--- src/sv/pose_gesture_classifier_macros.svh ---
// Assertion helpers for the gesture classifier.
// Each macro samples on clk and stays quiet while arst_n is low.
`ifndef POSE_GESTURE_CLASSIFIER_MACROS_SVH
`define POSE_GESTURE_CLASSIFIER_MACROS_SVH

// Same-cycle implication.
`define PGC_ASSERT_NOW(lbl, ante, cons, msg) \
	lbl: assert property (@(posedge clk) disable iff (!arst_n) (ante) |-> (cons)) \
		else $error(msg);

// Next-cycle implication.
`define PGC_ASSERT_NEXT(lbl, ante, cons, msg) \
	lbl: assert property (@(posedge clk) disable iff (!arst_n) (ante) |=> (cons)) \
		else $error(msg);

`endif

--- src/sv/pgc_pkg.sv ---
`timescale 1ns / 1ps
package pgc_pkg;

	localparam int HISTORY_DEPTH = 5;
	localparam int SLOT_W = (HISTORY_DEPTH > 1) ? $clog2(HISTORY_DEPTH) : 1;
	localparam int CNT_W = $clog2(HISTORY_DEPTH + 1);

	localparam int COORD_W = 16;
	localparam int CONF_W = 8;
	localparam int KP_W = 2 * COORD_W + CONF_W;
	localparam int MOVE_W = 12;
	localparam int SQ_W = 2 * COORD_W;
	localparam int T2_W = 2 * MOVE_W;

	localparam int CFG_IDX_W = 2;
	localparam int CFG_DATA_W = 16;
	localparam logic [CFG_IDX_W-1:0] CFG_CONF_THR = 2'd0;
	localparam logic [CFG_IDX_W-1:0] CFG_RAISE_THR = 2'd1;
	localparam logic [CFG_IDX_W-1:0] CFG_MOVE_THR = 2'd2;

	localparam logic [CONF_W-1:0] CONF_THR_RST = 8'd128;
	localparam logic [COORD_W-1:0] RAISE_THR_RST = 16'd480;
	localparam logic [MOVE_W-1:0] MOVE_THR_RST = 12'd240;

	localparam logic ACTION_CLEAR = 1'b1;

	localparam logic [1:0] GC_STILL = 2'd0;
	localparam logic [1:0] GC_MOVING = 2'd1;
	localparam logic [1:0] GC_RAISE = 2'd2;

	typedef struct packed {
		logic [COORD_W-1:0] x;
		logic [COORD_W-1:0] y;
		logic [CONF_W-1:0] conf;
	} kp_t;

	typedef struct packed {
		logic [COORD_W-1:0] x;
		logic [COORD_W-1:0] y;
	} coord_t;

	// Decoded detection, as seen by the history and the motion stages.
	typedef struct packed {
		logic clear;
		logic raise;
		logic push;
		coord_t center;
	} front_t;

	// Item entering the motion pipeline.
	typedef struct packed {
		logic raise;
		logic check;
		coord_t center;
	} item_t;

	typedef struct packed {
		logic [CNT_W-1:0] count;
		logic [SLOT_W-1:0] oldest;
	} hist_stat_t;

endpackage

--- src/sv/pgc_front.sv ---
`timescale 1ns / 1ps
module pgc_front (
	input logic action,
	input logic [pgc_pkg::KP_W-1:0] left_shoulder,
	input logic [pgc_pkg::KP_W-1:0] right_shoulder,
	input logic [pgc_pkg::KP_W-1:0] left_wrist,
	input logic [pgc_pkg::KP_W-1:0] right_wrist,
	input logic [pgc_pkg::KP_W-1:0] left_hip,
	input logic [pgc_pkg::KP_W-1:0] right_hip,
	input logic [pgc_pkg::CONF_W-1:0] conf_thr,
	input logic [pgc_pkg::COORD_W-1:0] raise_thr,
	output pgc_pkg::front_t front
);
	import pgc_pkg::*;

	kp_t ls, rs, lw, rw, lh, rh;
	logic ls_ok, rs_ok, lw_ok, rw_ok, lh_ok, rh_ok;
	logic left_up, right_up;
	logic [COORD_W-1:0] left_rise, right_rise;
	logic [COORD_W:0] sum_x, sum_y;

	function automatic logic kp_ok(kp_t k, logic [CONF_W-1:0] thr);
		return (k.conf >= thr) && (k.x != '0) && (k.y != '0);
	endfunction

	assign ls = kp_t'(left_shoulder);
	assign rs = kp_t'(right_shoulder);
	assign lw = kp_t'(left_wrist);
	assign rw = kp_t'(right_wrist);
	assign lh = kp_t'(left_hip);
	assign rh = kp_t'(right_hip);

	assign ls_ok = kp_ok(ls, conf_thr);
	assign rs_ok = kp_ok(rs, conf_thr);
	assign lw_ok = kp_ok(lw, conf_thr);
	assign rw_ok = kp_ok(rw, conf_thr);
	assign lh_ok = kp_ok(lh, conf_thr);
	assign rh_ok = kp_ok(rh, conf_thr);

	// Wrist above shoulder means smaller y; a negative rise never counts.
	assign left_rise = ls.y - lw.y;
	assign right_rise = rs.y - rw.y;
	assign left_up = ls_ok && lw_ok && (ls.y > lw.y) && (left_rise > raise_thr);
	assign right_up = rs_ok && rw_ok && (rs.y > rw.y) && (right_rise > raise_thr);

	assign sum_x = {1'b0, lh.x} + {1'b0, rh.x};
	assign sum_y = {1'b0, lh.y} + {1'b0, rh.y};

	always_comb begin
		front.clear = (action == ACTION_CLEAR);
		front.raise = !front.clear && (left_up || right_up);
		front.push = !front.clear && !front.raise && (lh_ok || rh_ok);
		if (lh_ok && rh_ok) begin
			front.center.x = sum_x[COORD_W:1];
			front.center.y = sum_y[COORD_W:1];
		end else if (lh_ok) begin
			front.center.x = lh.x;
			front.center.y = lh.y;
		end else begin
			front.center.x = rh.x;
			front.center.y = rh.y;
		end
	end

endmodule

--- src/sv/pgc_hist.sv ---
`timescale 1ns / 1ps
module pgc_hist (
	input logic clk,
	input logic arst_n,
	input logic accept,
	input pgc_pkg::front_t front,
	output pgc_pkg::coord_t oldest_rd,
	output logic check,
	output pgc_pkg::hist_stat_t stat
);
	import pgc_pkg::*;

	coord_t mem [HISTORY_DEPTH];
	coord_t rd_q;
	logic [CNT_W-1:0] count_q;
	logic [SLOT_W-1:0] oldest_q;
	logic [SLOT_W:0] wr_sum;
	logic [SLOT_W-1:0] wr_slot;
	logic [SLOT_W-1:0] oldest_inc;
	logic full;

	assign full = (count_q == CNT_W'(HISTORY_DEPTH));

	// Free slot follows the oldest by count; one wrap at most.
	assign wr_sum = {1'b0, oldest_q} + (SLOT_W + 1)'(count_q);
	always_comb begin
		if (full) begin
			wr_slot = oldest_q;
		end else if (wr_sum >= (SLOT_W + 1)'(HISTORY_DEPTH)) begin
			wr_slot = SLOT_W'(wr_sum - (SLOT_W + 1)'(HISTORY_DEPTH));
		end else begin
			wr_slot = wr_sum[SLOT_W-1:0];
		end
	end

	assign oldest_inc = (oldest_q == SLOT_W'(HISTORY_DEPTH - 1)) ? '0 : oldest_q + 1'b1;

	// Read-first port: an overwrite of the oldest slot still returns its old value.
	always_ff @(posedge clk) begin
		if (accept) begin
			rd_q <= mem[oldest_q];
			if (front.push) begin
				mem[wr_slot] <= front.center;
			end
		end
	end

	always_ff @(posedge clk or negedge arst_n) begin
		if (!arst_n) begin
			count_q <= '0;
			oldest_q <= '0;
		end else if (accept) begin
			if (front.clear) begin
				count_q <= '0;
				oldest_q <= '0;
			end else if (front.push) begin
				if (full) begin
					oldest_q <= oldest_inc;
				end else begin
					count_q <= count_q + 1'b1;
				end
			end
		end
	end

	assign oldest_rd = rd_q;
	assign check = front.push && (count_q >= CNT_W'(2));
	assign stat.count = count_q;
	assign stat.oldest = oldest_q;

endmodule

--- src/sv/pgc_motion.sv ---
`timescale 1ns / 1ps
module pgc_motion (
	input logic clk,
	input logic arst_n,
	input logic accept,
	input pgc_pkg::item_t item,
	input pgc_pkg::coord_t oldest_rd,
	input logic [pgc_pkg::MOVE_W-1:0] move_thr,
	output logic take,
	output logic out_valid,
	input logic out_ready,
	output logic [1:0] gesture_class
);
	import pgc_pkg::*;

	logic v_s1, v_s2, valid_q;
	item_t item_s1;
	logic raise_s2, check_s2;
	logic [SQ_W-1:0] dx2_s2, dy2_s2;
	logic [T2_W-1:0] t2_q;
	logic [1:0] class_q;
	logic [COORD_W-1:0] dx, dy;
	logic [SQ_W:0] d2;
	logic load_o, load_s2;

	// Ready ripples back through the stages so bubbles close up.
	assign load_o = v_s2 && (!valid_q || out_ready);
	assign load_s2 = v_s1 && (!v_s2 || load_o);
	assign take = !v_s1 || load_s2;

	assign dx = (item_s1.center.x >= oldest_rd.x) ? item_s1.center.x - oldest_rd.x
	                                               : oldest_rd.x - item_s1.center.x;
	assign dy = (item_s1.center.y >= oldest_rd.y) ? item_s1.center.y - oldest_rd.y
	                                               : oldest_rd.y - item_s1.center.y;
	assign d2 = {1'b0, dx2_s2} + {1'b0, dy2_s2};

	always_ff @(posedge clk or negedge arst_n) begin
		if (!arst_n) begin
			v_s1 <= 1'b0;
			v_s2 <= 1'b0;
			valid_q <= 1'b0;
		end else begin
			if (accept) begin
				v_s1 <= 1'b1;
			end else if (load_s2) begin
				v_s1 <= 1'b0;
			end
			if (load_s2) begin
				v_s2 <= 1'b1;
			end else if (load_o) begin
				v_s2 <= 1'b0;
			end
			if (load_o) begin
				valid_q <= 1'b1;
			end else if (out_ready) begin
				valid_q <= 1'b0;
			end
		end
	end

	always_ff @(posedge clk) begin
		t2_q <= T2_W'(move_thr) * T2_W'(move_thr);
		if (accept) begin
			item_s1 <= item;
		end
		if (load_s2) begin
			raise_s2 <= item_s1.raise;
			check_s2 <= item_s1.check;
			dx2_s2 <= SQ_W'(dx) * SQ_W'(dx);
			dy2_s2 <= SQ_W'(dy) * SQ_W'(dy);
		end
		if (load_o) begin
			if (raise_s2) begin
				class_q <= GC_RAISE;
			end else if (check_s2 && (d2 > (SQ_W + 1)'(t2_q))) begin
				class_q <= GC_MOVING;
			end else begin
				class_q <= GC_STILL;
			end
		end
	end

	assign out_valid = valid_q;
	assign gesture_class = class_q;

endmodule

--- src/sv/pose_gesture_classifier.sv ---
`timescale 1ns / 1ps
// Channel     | Handshake               | Payload
// ------------+-------------------------+---------------------------------------
// input       | in_valid / in_ready     | action, six packed keypoints (40 bits)
// result      | out_valid / out_ready   | gesture_class (2 bits)
// config      | cfg_wr_en               | cfg_index (2 bits), cfg_data (16 bits)
//
// One detection per cycle unless results stall; stages s1, s2 and the output register.
// The history ring is one memory with at most one write and one read per beat; the
// oldest center is read on the accept edge while the new center is written on that edge.
// Reset clears the ring pointers and presets the thresholds at once; no clearing pass is needed.
// A stalled result holds in the output register while up to two more beats are taken.
`include "pose_gesture_classifier_macros.svh"
module pose_gesture_classifier (
	input logic clk,
	input logic arst_n,
	input logic in_valid,
	output logic in_ready,
	input logic action,
	input logic [pgc_pkg::KP_W-1:0] left_shoulder,
	input logic [pgc_pkg::KP_W-1:0] right_shoulder,
	input logic [pgc_pkg::KP_W-1:0] left_wrist,
	input logic [pgc_pkg::KP_W-1:0] right_wrist,
	input logic [pgc_pkg::KP_W-1:0] left_hip,
	input logic [pgc_pkg::KP_W-1:0] right_hip,
	output logic out_valid,
	input logic out_ready,
	output logic [1:0] gesture_class,
	input logic cfg_wr_en,
	input logic [pgc_pkg::CFG_IDX_W-1:0] cfg_index,
	input logic [pgc_pkg::CFG_DATA_W-1:0] cfg_data
);
	import pgc_pkg::*;

	logic [CONF_W-1:0] conf_thr_q;
	logic [COORD_W-1:0] raise_thr_q;
	logic [MOVE_W-1:0] move_thr_q;
	front_t front;
	coord_t oldest_rd;
	hist_stat_t hist_stat;
	item_t item;
	logic check;
	logic take;
	logic accept;

	// Threshold registers; writes to unused indexes drop.
	always_ff @(posedge clk or negedge arst_n) begin
		if (!arst_n) begin
			conf_thr_q <= CONF_THR_RST;
			raise_thr_q <= RAISE_THR_RST;
			move_thr_q <= MOVE_THR_RST;
		end else if (cfg_wr_en) begin
			case (cfg_index)
				CFG_CONF_THR: conf_thr_q <= cfg_data[CONF_W-1:0];
				CFG_RAISE_THR: raise_thr_q <= cfg_data[COORD_W-1:0];
				CFG_MOVE_THR: move_thr_q <= cfg_data[MOVE_W-1:0];
				default: ;
			endcase
		end
	end

	assign in_ready = take;
	assign accept = in_valid && take;

	// Decode keypoints: validity, raised hand, hip center.
	pgc_front u_front (
		.action(action),
		.left_shoulder(left_shoulder),
		.right_shoulder(right_shoulder),
		.left_wrist(left_wrist),
		.right_wrist(right_wrist),
		.left_hip(left_hip),
		.right_hip(right_hip),
		.conf_thr(conf_thr_q),
		.raise_thr(raise_thr_q),
		.front(front)
	);

	// Ring of past centers; the oldest one comes back registered, aligned with stage one.
	pgc_hist u_hist (
		.clk(clk),
		.arst_n(arst_n),
		.accept(accept),
		.front(front),
		.oldest_rd(oldest_rd),
		.check(check),
		.stat(hist_stat)
	);

	assign item.raise = front.raise;
	assign item.check = check;
	assign item.center = front.center;

	// Squared distance against the threshold, then the output register.
	pgc_motion u_motion (
		.clk(clk),
		.arst_n(arst_n),
		.accept(accept),
		.item(item),
		.oldest_rd(oldest_rd),
		.move_thr(move_thr_q),
		.take(take),
		.out_valid(out_valid),
		.out_ready(out_ready),
		.gesture_class(gesture_class)
	);

	`PGC_ASSERT_NOW(a_count_bound, 1'b1, hist_stat.count <= CNT_W'(HISTORY_DEPTH), "history count past depth")
	`PGC_ASSERT_NEXT(a_clear_empties, accept && (action == ACTION_CLEAR), (hist_stat.count == '0) && (hist_stat.oldest == '0), "clear left history behind")
	`PGC_ASSERT_NOW(a_class_code, out_valid, (gesture_class == GC_STILL) || (gesture_class == GC_MOVING) || (gesture_class == GC_RAISE), "bad gesture code")

endmodule

--- config.mk ---
export PLATFORM = sky130hd
export DESIGN_NAME = pose_gesture_classifier
export DESIGN_NICKNAME = d
export VERILOG_FILES = /design/src/sv/pgc_pkg.sv /design/src/sv/pgc_front.sv /design/src/sv/pgc_hist.sv /design/src/sv/pgc_motion.sv /design/src/sv/pose_gesture_classifier.sv
export VERILOG_INCLUDE_DIRS = /design/src /design/src/sv
export SDC_FILE = /design/constraint.sdc
export NUM_CORES = 2
export LEC_CHECK = 0
export ABC_CLOCK_PERIOD_IN_PS = 25000
export BUFFER_PORTS_ARGS = -buffer_cell sky130_fd_sc_hd__buf_2
export CORE_AREA = 2 2 264 266
export DETAILED_ROUTE_END_ITERATION = 12
export DIE_AREA = 0 0 266 268
export PLACE_DENSITY = 0.78
export SLEW_MARGIN = 10
export SYNTH_ARGS = -nofsm -noshare
export SYNTH_HDL_FRONTEND = slang
export SYNTH_SLANG_ARGS = --single-unit
--- constraint.sdc ---
create_clock -name clk -period 25 [get_ports clk]
set_clock_uncertainty 0.2 [all_clocks]
set_input_delay 1.25 -clock clk [delete_from_list [all_inputs] [get_ports clk]]
set_output_delay 1.25 -clock clk [all_outputs]
set_load 0.02 [all_outputs]
==> qor.yml <==
dp_hpwl_um: 76100
synth_ff_type: "edfxtp_1"
mappedNetlistNets: 5264
synth_top_family_by_area: "adder cells"
synth_top_cells_by_count: "762 x inv_1, 521 x ha_1, 412 x fa_1, 292 x edfxtp_1, 273 x nor2_1"
grt_max_degree: 68
r2r_setup_slack_ps: 14610
critPathKind: "register to register"
r2r_start: "u_hist.oldest_rd[27]$_DFFE_PP_"
numPortBuffers: 267
floorplan.die.width_um: 266
critPathMaxFanout: 18
yosysTopAreaCellShare_pct: 21.6
synth_compound_area_share_pct: 10.4
drtPass1Iterations: 5
drive_above_1_share_pct: 12.5
period_minus_slack_ps: 10390
holdPathStages: 1
detail-route-antenna-nets: 0
cts_tree: "done"
antenna_found_initial: 4
vias: 29851
cts_buffer_depth: 3
timing.max_cap.violations: 0
cts.sinks: 360
slew_headroom_pct: 20.0
cts_hold_buf: 0
synth.most_common_cell: "inv_1"
die_area_sq_um: 71300
async_flop_share_pct: 12.5
start_kind: "register"
dr.first_iter.drc_count: 1869
drc: 0
rsz0062_at_grt: "no"
synth_cell_type_count: 90
slew_viol_final: 0
r2r_cells: 37
postCtsSetupRepairBufs: 0
num-nets-final: 5519
cts_resized: 0
slowest_delay_ps: 620
clk_pin_slew_worst_paths_ps: 60
numCtsBuffers: 38
period_share_pct: 41.6
routedWlPerCell_um: 18.0
die-height_um: 268
yosysTopAreaCell: "edfxtp_1"
synth.avg_cell_area_sq_um: 10.0
yosys_warnings: 0
synthAdderAreaFrac_pct: 36.3
hold_class: "register to register"
setup_violations: 0
outcome: "complete, no violations"
synthToLayoutAreaGrowth_pct: 9.04
yosys.area_share.simple_pct: 10.8
worstPathArrival_ps: 10510
fmax_ghz: 0.0962
setup-tns-final_ps: 0
crit_path_end_kind: "register"
min_from: "raise_thr_q[3]$_DFFE_PN0P_"
crit_slowest_cell: "a2111oi_0"
synthTopCellsByArea: "edfxtp_1 22%, fa_1 20%, ha_1 16%"
drt_wl_total_um: 94200
r2r_end: "u_motion.dx2_s2[31]$_DFFE_PP_"
place_congestion: 0.939
ys_seq_area_share_pct: 25.5
coreArea_sq_um: 68200
track_usage_pct: 27.2
viasPerCell: 5.70
start_util_pct: 59.6
synth.mux.area_fraction_pct: 4.79
crit_top_cell: "inv_1"
required_ps: 25110
io_pins: 268
insertion_delay_ps: 580
synth_edf_count: 292
grt_pass1_vias: 31350
synth_xor_area_share_pct: 4.12
worstMarginPinSlew_ps: 1170
grt_pass1_wl_um: 155000
gr-total-overflow: 0
critPathLaunch: "u_hist.oldest_rd[27]$_DFFE_PP_"
synth_cells: 4067
netlist_area_sq_um: 40700
min_to: "raise_thr_q[3]$_DFFE_PN0P_"
hold_violations: 0
ys_seq_elements: 360
root_buffer: "clkbuf_16"
h-tree-depth: 2
rows: 96
[sequential cells by signal, indices dropped and copies added (netlist names)]
| name | cells |
|---|---|
| u_motion.raise_s2 | 1 |
| u_motion.check_s2 | 1 |
| u_hist.oldest_rd | 32 |
| u_motion.t2_q | 23 |
| u_motion.gesture_class | 2 |
| u_hist.count_q | 3 |
| raise_thr_q | 16 |
| u_motion.dx2_s2 | 31 |
| move_thr_q | 12 |
| conf_thr_q | 8 |
| u_hist.mem | 160 |
| u_motion.dy2_s2 | 31 |
| u_motion.v_s1 | 1 |
| u_motion.v_s2 | 1 |
| u_motion.out_valid | 1 |
| u_hist.oldest_q | 3 |
| u_motion.item_s1 | 34 |
[how the worst max path moves through the flow]
stage	slack (ps)	to	depth (start not counted)
global placement	14990	u_motion.dx2_s2[31]$_DFFE_PP_	33
floorplan	15850	u_motion.dx2_s2[31]$_DFFE_PP_	40
finish	14610	u_motion.dx2_s2[31]$_DFFE_PP_	37
CTS	14720	u_motion.dx2_s2[31]$_DFFE_PP_	38
detailed placement	14760	u_motion.dx2_s2[31]$_DFFE_PP_	38
global route	13940	u_motion.dx2_s2[31]$_DFFE_PP_	37
[worst max-delay path, delay by kind of cell (launching register included)]
family	cells	cell delay, ps
AOI/OAI and AO/OA	12	2980
xor gates and xnor gates	2	440
adders and majority gates	8	3810
buffers and inverters	9	750
DFF	1	360
muxes	1	280
and+or+nand+nor	5	1270
[area by class of cell]
cell class | instances | area [sq um]
multi-input combinational | 2841 | 27000
fill | 5403 | 23900
sequential | 360 | 10400
inverter | 780 | 2930
timing repair buffer | 301 | 1590
tap | 882 | 1100
clock buffer | 43 | 970
clock inverter | 26 | 335
antenna | 4 | 10.0
[layout by cell type (no fill, tap or decap), drive strengths merged, types with 22 or more instances in the layout]
master,netlist,layout
xnor2,125,125
a21oi,216,216
nor4,53,53
nand3,51,51
nand2,271,271
xor2,56,56
nor2,274,274
o21ai,114,114
nand2b,35,35
inv,778,782
dfxtp,23,23
a21o,121,121
ha,521,521
buf,28,301
mux4,32,32
nand4,37,37
edfxtp,292,292
fa,412,412
dfrtp,36,36
nor3,55,55
and2,53,53
o21a,30,30
mux2,68,68
clkbuf,58,43
mux2i,46,46
nor2b,41,41
a31oi,22,22
[logic make-up after synthesis]
group,Yosys count
AO/OA/AOI/OAI,652
flip-flops,360
AND/OR/NAND/NOR,929
adder cells (fa/ha/maj),933
buffers and inverters,866
multiplexers,146
XOR/XNOR,181
[metal layers]
layer	global-route usage, %	vias to the layer above	wire length [um]
met2	46.8	909	45900
met4	7.97	0	2470
met3	3.81	173	5910
met1	36.1	14595	39900
met5	0	-	0
li1	-	14174	-
[stage by stage]
| step | std cells | instance area [sq um] | setup WS (ps) | hold slack [ps] | util, % |
|---|---|---|---|---|---|
| 3_3_place_gp | 5164 | 43000 | 14990 | 256 | 63.1 |
| 5_1_grt | 5237 | 44400 | 13940 | 327 | 65.0 |
| 2_1_floorplan | 4067 | 40700 | 15850 | 194 | - |
| 3_5_place_dp | 5164 | 43000 | 14760 | 281 | 63.1 |
| 6_report | 5237 | 44400 | 14610 | 310 | 65.0 |
| 4_1_cts | 5233 | 44300 | 14720 | 294 | 65.0 |
Power is left out: the tool's default activity adds up to more than one toggle a clock period on the data nets, which glitch-free logic cannot reach.
